$ cat config.mk
export PLATFORM = sky130hd
export DESIGN_NAME = crc_codeword_stream_decoder
export DESIGN_NICKNAME = d
export VERILOG_FILES = /design/src/crcd_pkg.sv /design/src/crc_codeword_stream_decoder.sv /design/src/crcd_crc.sv /design/src/crcd_step.sv
export SDC_FILE = /design/constraint.sdc
export NUM_CORES = 1
export LEC_CHECK = 0
export ABC_AREA = 1
export BUFFER_PORTS_ARGS = -buffer_cell sky130_fd_sc_hd__buf_2
export CAP_MARGIN = 20
export CORE_ASPECT_RATIO = 1.4
export CORE_MARGIN = 3
export CORE_UTILIZATION = 60
export CTS_BUF_LIST = sky130_fd_sc_hd__clkbuf_4
export CTS_CLUSTER_SIZE = 16
export DETAILED_ROUTE_END_ITERATION = 6
export PLACE_DENSITY = 0.84
export SLEW_MARGIN = 25
export SYNTH_ARGS = -nofsm -noshare
export SYNTH_HDL_FRONTEND = slang
export SYNTH_SLANG_ARGS = --single-unit
export TNS_END_PERCENT = 20
$ cat constraint.sdc
create_clock -name clk -period 35.1 [get_ports clk]
set_clock_uncertainty 0.2 [all_clocks]
set_input_delay 1.755 -clock clk [delete_from_list [all_inputs] [get_ports clk]]
set_output_delay 1.755 -clock clk [all_outputs]
set_load 0.01 [all_outputs]
$ cat src/crcd_pkg.sv
// ----------------------------------------------------------------------------
// CRC codeword stream decoder package
// Shared types and constants for the decoder: item, result and configuration
// layouts, register indexes and codeword geometry.
// ----------------------------------------------------------------------------
package crcd_pkg;

    localparam int COUNT_BITS     = 16;
    localparam int TOTAL_BITS     = 16;
    localparam int CW_BITS        = 11;
    localparam int NARROW_LEN     = 7;
    localparam int WIDE_LEN       = 11;
    localparam int CFG_INDEX_BITS = 1;
    localparam int CFG_DATA_BITS  = 4;

    localparam logic [CFG_INDEX_BITS-1:0] REG_GENERATOR     = 1'd0;
    localparam logic [CFG_INDEX_BITS-1:0] REG_WIDE_DATAWORD = 1'd1;

    localparam logic [3:0] GENERATOR_RESET = 4'd11;

    typedef logic [COUNT_BITS-1:0] count_t;
    typedef logic [CW_BITS-1:0]    codeword_t;

    typedef struct packed {
        logic [7:0] in_byte;
        logic       last;
    } item_t;

    typedef struct packed {
        logic [7:0]            data_byte;
        logic                  data_valid;
        logic                  done_res;
        logic [TOTAL_BITS-1:0] codeword_total;
        logic [TOTAL_BITS-1:0] error_total;
    } result_t;

    typedef struct packed {
        logic [3:0] generator;
        logic       wide_dataword;
    } cfg_t;

endpackage

$ cat src/crc_codeword_stream_decoder.sv
// ----------------------------------------------------------------------------
// CRC codeword stream decoder
// Byte stream in, one result per byte out.
//
// Channels: item (in_byte, last) and result, both valid/ready; a transfer
// happens on a rising edge with valid and ready high. The configuration
// channel (cfg_valid/cfg_ready, cfg_index, cfg_data) writes the generator
// (index 0) and the dataword width (index 1); cfg_ready is always high.
// Write configuration only while no stream byte is in flight.
// Each stream starts with a padding byte, then codeword bytes; the byte
// marked last carries the totals and closes the stream.
// An accepted item is held in the input register, then the result register.
// Throughput: one byte per cycle while results are taken, set by the input
// register and the combinational step unit in front of the result register.
// Reset: configuration returns to generator 11 and 4-bit data; the stream
// state and totals clear; no result is held.
// Receiver stall: the result register holds; the input register still takes
// one more byte, then item_ready drops until the result is taken.
// ----------------------------------------------------------------------------
module crc_codeword_stream_decoder (
    input  logic                                   clk,
    input  logic                                   rst_n,
    input  logic                                   item_valid,
    output logic                                   item_ready,
    input  crcd_pkg::item_t                        item,
    output logic                                   result_valid,
    input  logic                                   result_ready,
    output crcd_pkg::result_t                      result,
    input  logic                                   cfg_valid,
    output logic                                   cfg_ready,
    input  logic [crcd_pkg::CFG_INDEX_BITS-1:0]    cfg_index,
    input  logic [crcd_pkg::CFG_DATA_BITS-1:0]     cfg_data
);

    logic              hold_valid_reg, hold_valid_next;
    crcd_pkg::item_t   hold_reg;
    logic              result_valid_reg, result_valid_next;
    crcd_pkg::result_t result_reg;
    crcd_pkg::result_t step_result;
    crcd_pkg::cfg_t    cfg_reg;
    logic              advance;

    assign cfg_ready  = 1'b1;
    assign advance    = hold_valid_reg && (!result_valid_reg || result_ready);
    assign item_ready = !hold_valid_reg || advance;

    assign result_valid = result_valid_reg;
    assign result       = result_reg;

    always_comb
    begin
        hold_valid_next = hold_valid_reg;
        if (item_valid && item_ready)
            hold_valid_next = 1'b1;
        else if (advance)
            hold_valid_next = 1'b0;

        result_valid_next = result_valid_reg;
        if (advance)
            result_valid_next = 1'b1;
        else if (result_ready)
            result_valid_next = 1'b0;
    end

    crcd_step u_step (
        .clk         (clk),
        .rst_n       (rst_n),
        .advance     (advance),
        .item        (hold_reg),
        .cfg         (cfg_reg),
        .result_next (step_result)
    );

    always_ff @(posedge clk or negedge rst_n)
    begin
        if (!rst_n)
        begin
            hold_valid_reg   <= 1'b0;
            result_valid_reg <= 1'b0;
        end
        else
        begin
            hold_valid_reg   <= hold_valid_next;
            result_valid_reg <= result_valid_next;
        end
    end

    always_ff @(posedge clk)
    begin
        if (item_valid && item_ready)
            hold_reg <= item;
        if (advance)
            result_reg <= step_result;
    end

    always_ff @(posedge clk or negedge rst_n)
    begin
        if (!rst_n)
        begin
            cfg_reg.generator     <= crcd_pkg::GENERATOR_RESET;
            cfg_reg.wide_dataword <= 1'b0;
        end
        else if (cfg_valid && cfg_ready)
        begin
            case (cfg_index)
                crcd_pkg::REG_GENERATOR:     cfg_reg.generator     <= cfg_data[3:0];
                crcd_pkg::REG_WIDE_DATAWORD: cfg_reg.wide_dataword <= cfg_data[0];
                default:                     ;
            endcase
        end
    end

endmodule

$ cat src/crcd_crc.sv
// ----------------------------------------------------------------------------
// CRC codeword check
// Modulo-2 division of one 7-bit or 11-bit codeword by the four-bit
// generator; flags a nonzero three-bit remainder.
// ----------------------------------------------------------------------------
module crcd_crc (
    input  crcd_pkg::cfg_t      cfg,
    input  crcd_pkg::codeword_t codeword,
    output logic                error
);

    logic [15:0] window;

    always_comb
    begin
        window = cfg.wide_dataword ? {codeword, 5'b0} : {codeword[6:0], 9'b0};
        for (int s = 0; s < 8; s++)
        begin
            if (s < 4 || cfg.wide_dataword)
            begin
                if (window[15])
                begin
                    window[15:12] = window[15:12] ^ cfg.generator;
                end
                if (s < 3 || (cfg.wide_dataword && s < 7))
                begin
                    window = {window[14:0], 1'b0};
                end
            end
        end
        error = (window[14:12] != 3'b000);
    end

endmodule

$ cat src/crcd_step.sv
// ----------------------------------------------------------------------------
// CRC decoder step unit
// Holds the stream state; slices one byte into codewords, checks them,
// packs the data nibbles and forms the result for that byte.
// ----------------------------------------------------------------------------
module crcd_step (
    input  logic              clk,
    input  logic              rst_n,
    input  logic              advance,
    input  crcd_pkg::item_t   item,
    input  crcd_pkg::cfg_t    cfg,
    output crcd_pkg::result_t result_next
);

    localparam logic [1:0] PHASE_PAD   = 2'd0;
    localparam logic [1:0] PHASE_FIRST = 2'd1;
    localparam logic [1:0] PHASE_BODY  = 2'd2;

    localparam int WIDE_BITS = crcd_pkg::COUNT_BITS + crcd_pkg::TOTAL_BITS;

    function automatic crcd_pkg::count_t sat_inc(input crcd_pkg::count_t v);
        if (v != {crcd_pkg::COUNT_BITS{1'b1}})
            return v + crcd_pkg::count_t'(1);
        else
            return v;
    endfunction

    function automatic logic [crcd_pkg::TOTAL_BITS-1:0] show_total(
        input crcd_pkg::count_t v);
        logic [WIDE_BITS-1:0] w;
        w = WIDE_BITS'(v);
        if (w > WIDE_BITS'({crcd_pkg::TOTAL_BITS{1'b1}}))
            return {crcd_pkg::TOTAL_BITS{1'b1}};
        else
            return w[crcd_pkg::TOTAL_BITS-1:0];
    endfunction

    logic [1:0]          phase_reg, phase_next;
    logic [3:0]          pad_reg, pad_next;
    crcd_pkg::codeword_t bits_reg, bits_next;
    logic [3:0]          fill_reg, fill_next;
    logic [3:0]          held_reg, held_next;
    logic                pending_reg, pending_next;
    crcd_pkg::count_t    cw_count_reg, cw_count_next;
    crcd_pkg::count_t    err_count_reg, err_count_next;

    logic [3:0]          skip;
    logic [3:0]          len;
    crcd_pkg::codeword_t bits_v;
    logic [3:0]          fill_v;
    crcd_pkg::codeword_t cw_v;
    crcd_pkg::codeword_t pack_cw;
    logic [1:0]          ncw;
    crcd_pkg::codeword_t slot0, slot1;
    logic                err0, err1;
    crcd_pkg::count_t    cw_mid, err_mid, cw_new, err_new;
    logic [3:0]          held_v;
    logic                pending_v;
    logic [7:0]          obyte;
    logic                ovalid;

    always_comb
    begin
        phase_next = phase_reg;
        pad_next   = pad_reg;
        skip       = 4'd8;
        case (phase_reg)
            PHASE_PAD:
            begin
                pad_next   = (item.in_byte > 8'd8) ? 4'd8 : item.in_byte[3:0];
                phase_next = PHASE_FIRST;
            end
            PHASE_FIRST:
            begin
                skip       = pad_reg;
                phase_next = PHASE_BODY;
            end
            PHASE_BODY:
            begin
                skip = 4'd0;
            end
            default:
            begin
                phase_next = PHASE_PAD;
            end
        endcase
    end

    always_comb
    begin
        len    = cfg.wide_dataword ? 4'(crcd_pkg::WIDE_LEN) : 4'(crcd_pkg::NARROW_LEN);
        bits_v = bits_reg;
        fill_v = fill_reg;
        cw_v   = '0;
        ncw    = 2'd0;
        slot0  = '0;
        slot1  = '0;
        for (int i = 0; i < 8; i++)
        begin
            if (4'(i) >= skip)
            begin
                bits_v = {bits_v[crcd_pkg::CW_BITS-2:0], item.in_byte[7-i]};
                fill_v = fill_v + 4'd1;
                if (fill_v >= len)
                begin
                    cw_v = cfg.wide_dataword ? bits_v : {4'b0, bits_v[6:0]};
                    if (ncw == 2'd0)
                        slot0 = cw_v;
                    else
                        slot1 = cw_v;
                    ncw    = ncw + 2'd1;
                    bits_v = '0;
                    fill_v = 4'd0;
                end
            end
        end
    end

    crcd_crc u_crc0 (
        .cfg      (cfg),
        .codeword (slot0),
        .error    (err0)
    );

    crcd_crc u_crc1 (
        .cfg      (cfg),
        .codeword (slot1),
        .error    (err1)
    );

    always_comb
    begin
        cw_mid  = (ncw != 2'd0) ? sat_inc(cw_count_reg) : cw_count_reg;
        cw_new  = (ncw == 2'd2) ? sat_inc(cw_mid) : cw_mid;
        err_mid = (ncw != 2'd0 && err0) ? sat_inc(err_count_reg) : err_count_reg;
        err_new = (ncw == 2'd2 && err1) ? sat_inc(err_mid) : err_mid;
    end

    always_comb
    begin
        held_v    = held_reg;
        pending_v = pending_reg;
        obyte     = 8'd0;
        ovalid    = 1'b0;
        pack_cw   = '0;
        for (int k = 0; k < 2; k++)
        begin
            if (ncw > 2'(k))
            begin
                pack_cw = (k == 0) ? slot0 : slot1;
                if (cfg.wide_dataword)
                begin
                    if (pending_v)
                    begin
                        obyte  = {held_v, pack_cw[10:7]};
                        held_v = pack_cw[6:3];
                    end
                    else
                    begin
                        obyte = pack_cw[10:3];
                    end
                    ovalid = 1'b1;
                end
                else
                begin
                    if (pending_v)
                    begin
                        obyte     = {held_v, pack_cw[6:3]};
                        pending_v = 1'b0;
                        held_v    = 4'd0;
                        ovalid    = 1'b1;
                    end
                    else
                    begin
                        held_v    = pack_cw[6:3];
                        pending_v = 1'b1;
                    end
                end
            end
        end
    end

    always_comb
    begin
        result_next.data_byte      = obyte;
        result_next.data_valid     = ovalid;
        result_next.done_res       = item.last;
        result_next.codeword_total = show_total(cw_new);
        result_next.error_total    = show_total(err_new);
    end

    always_comb
    begin
        if (item.last)
        begin
            bits_next      = '0;
            fill_next      = 4'd0;
            held_next      = 4'd0;
            pending_next   = 1'b0;
            cw_count_next  = '0;
            err_count_next = '0;
        end
        else
        begin
            bits_next      = bits_v;
            fill_next      = fill_v;
            held_next      = held_v;
            pending_next   = pending_v;
            cw_count_next  = cw_new;
            err_count_next = err_new;
        end
    end

    always_ff @(posedge clk or negedge rst_n)
    begin
        if (!rst_n)
        begin
            phase_reg     <= PHASE_PAD;
            pad_reg       <= 4'd0;
            bits_reg      <= '0;
            fill_reg      <= 4'd0;
            held_reg      <= 4'd0;
            pending_reg   <= 1'b0;
            cw_count_reg  <= '0;
            err_count_reg <= '0;
        end
        else if (advance)
        begin
            phase_reg     <= item.last ? PHASE_PAD : phase_next;
            pad_reg       <= item.last ? 4'd0 : pad_next;
            bits_reg      <= bits_next;
            fill_reg      <= fill_next;
            held_reg      <= held_next;
            pending_reg   <= pending_next;
            cw_count_reg  <= cw_count_next;
            err_count_reg <= err_count_next;
        end
    end

endmodule

==> impl_metrics.json <==
{
  "outcome": "finished with violations",
  "failed_checks": "design-rule violations",
  "slew_headroom_pct": 29.7,
  "syn_to_final_growth_pct": 4.84,
  "synth_ff_type": "dfrtp_1",
  "holdBufCountCts": 0,
  "crit_path_end": "result[15]$_DFFE_PP_",
  "synth.net_count": 2085,
  "setup_violations": 0,
  "finalHoldViolCount": 0,
  "core_sq_um": 20600,
  "critPathBufInv": 22,
  "dieArea_sq_um": 23000,
  "port_buffers": 62,
  "drt_pre_antenna_iters": 7,
  "h-tree-depth": 4,
  "vias": 14100,
  "cts_resized": 0,
  "drive_gt1_share_pct": 11.8,
  "grt_pass1_vias": 13100,
  "r2r_slack_ns": 13.07,
  "cts.sinks": 115,
  "cp.required_ns": 35.26,
  "clk_latency_ns": 0.60,
  "async_flop_share_pct": 55.7,
  "cts_setup_buffers": 0,
  "clock_path_buffers": 2,
  "placementRows": 62,
  "met2WireLength_microns": 19200,
  "path_delay_family": "simple AND/OR/NAND/NOR gates",
  "hpwl_microns": 31500,
  "largest_reg_flops": 42,
  "synth_seq_cells": 115,
  "rsz0062_at_grt": "false",
  "slowest_stage": "nor2_1",
  "die_w_microns": 129,
  "cts-root-buf": "clkbuf_4",
  "grt.overflow.total": 0,
  "gp_congestion": 1.04,
  "crit_fanout": 34,
  "fin_setup_tns_ns": 0,
  "drt-total-wl_microns": 41100,
  "via_per_inst": 6.12,
  "cp.depth": 118,
  "antenna_found_initial": 1,
  "top_layer": "met4",
  "end_kind": "flop",
  "tritoncts": "done",
  "timing.critical_path.from": "cfg_reg[0]$_DFFE_PN0P_",
  "r2r-start": "cfg_reg[0]$_DFFE_PN0P_",
  "nets": 2104,
  "dr_wl_met3_microns": 3300,
  "min_path_type": "reg -> reg",
  "grt_util_all_layers_pct": 35.8,
  "yosysWarnings": 0,
  "grt_max_degree": 65,
  "cts_made_buffers": 17,
  "ys_types": 55,
  "drt_iter0_markers": 1688,
  "synth_edf_count": 51,
  "cpMostUsedCell": "inv_1",
  "synth.cell_area_sq_um": 12700,
  "maxCapViolCount": 0,
  "wl_per_cell_microns": 17.8,
  "syn_inst": 2022,
  "pin_count": 64,
  "ant_nets": 0,
  "die_height_microns": 178,
  "crit_type": "reg -> reg",
  "drcViolationCount": 1,
  "wl_met1_microns": 15800,
  "start_kind": "flop",
  "start_util_pct": 61.5,
  "yosysSeqAreaShare_pct": 24.7,
  "syn_avg_cell_area_sq_um": 6.28,
  "fmax_mhz": 45.4,
  "worst_slew_pin_slew_ns": 1.05,
  "reg2reg_depth": 118,
  "r2r_end": "result[15]$_DFFE_PP_",
  "slew_viol_final": 0,
  "grt_pass1_wl_microns": 65800,
  "arrival_ns": 22.18,
  "cts.reportedPaths.clkPinSlew_ns": 0.12,
  "period_minus_slack_ns": 22.03,
  "period_share_pct": 62.8,
  "slowest_delay_ns": 0.64
}
==> cell families (layout without fill, tap and decap cells) <==
logic type / Yosys count / after routing / share of synthesized area [%]
compound gates: 314 / 314 / 14.5
xor+xnor: 57 / 57 / 3.93
fa+ha+maj: 44 / 44 / 4.34
buf+inv: 321 / 353 / 10.4
flops: 115 / 115 / 24.7
other cells: 1 / 2 / 0.0296
simple gates: 1170 / 1170 / 42.2
==> worst min-delay path by stage <==
| stage | cells past startpoint | endpoint | slack [ns] | start |
|---|---|---|---|---|
| final | 2 | u_step.err_count_reg[1]$_DFFE_PN0P_ | 0.33 | u_step.err_count_reg[1]$_DFFE_PN0P_ |
| after floorplan | 0 | result[32]$_DFFE_PP_ | 0.25 | hold_reg[0]$_DFFE_PP_ |
| after detailed placement | 2 | u_step.err_count_reg[1]$_DFFE_PN0P_ | 0.30 | u_step.err_count_reg[1]$_DFFE_PN0P_ |
| after CTS | 2 | u_step.err_count_reg[1]$_DFFE_PN0P_ | 0.33 | u_step.err_count_reg[1]$_DFFE_PN0P_ |
| after global placement | 2 | u_step.err_count_reg[1]$_DFFE_PN0P_ | 0.29 | u_step.err_count_reg[1]$_DFFE_PN0P_ |
| after global routing | 0 | result[32]$_DFFE_PP_ | 0.37 | hold_reg[0]$_DFFE_PP_ |
==> through the flow <==
stage | setup WS [ns] | hold slack (ns) | instances | cell area (sq um) | util, %
after floorplan | 16.86 | 0.252 | 2022 | 12700 | -
after detailed placement | 13.64 | 0.298 | 2278 | 13000 | 63.1
after global placement | 14.89 | 0.292 | 2278 | 13000 | 63.1
after global routing | 10.97 | 0.367 | 2311 | 13300 | 64.5
final | 13.07 | 0.331 | 2311 | 13300 | 64.5
after CTS | 13.57 | 0.325 | 2310 | 13300 | 64.4
==> worst register-to-register path, delay by kind of cell (launching register included) <==
family          cells  cell delay, ns
compound gates     19            4.03
xor+xnor            7            1.42
fa+ha+maj          11            2.89
buf+inv            22            3.22
flops               1            0.36
simple gates       59            9.70
==> area by class of cell <==
type,instances,area [sq um]
timing repair buffer,73,393
inverter,248,931
clock buffer,17,128
sequential,115,3140
antenna,1,2.50
clock inverter,15,146
tap,256,320
multi-input combinational,1586,8250
fill,1911,7330
==> cell usage in the layout, fill, tap and decap left out, types with 6 or more instances in the layout <==
master    netlist  layout
nand4_1        21      21
inv_2           8       9
a22oi_1        13      13
nor2_2         12      13
o21ai_1        11      12
nor4_1         11      11
a21oi_1        52      52
dfrtp_1        61      60
clkbuf_4        0      17
nor2_1        127     126
o21ai_0       137     136
nand2_2        59      59
nand3_1       248     248
xor2_1         49      49
and2_1          9       9
inv_1         231     230
buf_2          14      62
nand2_1       618     618
o211ai_1       21      21
nand2_4        11      11
nand3_2        17      17
buf_4           9      11
clkinv_1        9       9
xnor2_1         8       8
nor3_1         13      13
edfxtp_1       51      51
ha_1           44      44
a31oi_1         7       7
nor2_4          6       6
o22ai_1        35      35
==> per-layer routing <==
metal / track usage, % / vias to the layer above
li1: - / 6730
met1: 43.5 / 6444
met2: 58.6 / 793
met3: 5.54 / 182
met4: 22.8 / 0
met5: 0 / -
==> Yosys cell counts (all sizes together), types with 2 or more instances <==
library cell	number	share of area, %
nand2	688	22
nor4	11	0.54
nand3	269	12
o221ai	3	0.21
nand4	24	1.3
a21oi	54	2.2
xnor2	8	0.55
dfstp	3	0.62
o211ai	21	1.2
and2	9	0.44
a22o	5	0.35
nor2	145	4.9
a21o	5	0.30
o31ai	4	0.24
a21boi	2	0.12
a31oi	7	0.35
inv	239	7.1
dfrtp	61	12
xor2	49	3.4
or2	5	0.25
buf	36	1.9
clkbuf	36	1.1
ha	44	4.3
a221oi	5	0.35
edfxtp	51	12
o21ai	150	6.0
o32ai	4	0.28
a22oi	13	0.77
clkinv	9	0.27
nand3b	5	0.30
nor3	13	0.51
o22ai	35	1.7
Power is not shown: default switching activity piles up to over one toggle a cycle in this logic, so the estimate is an artifact.
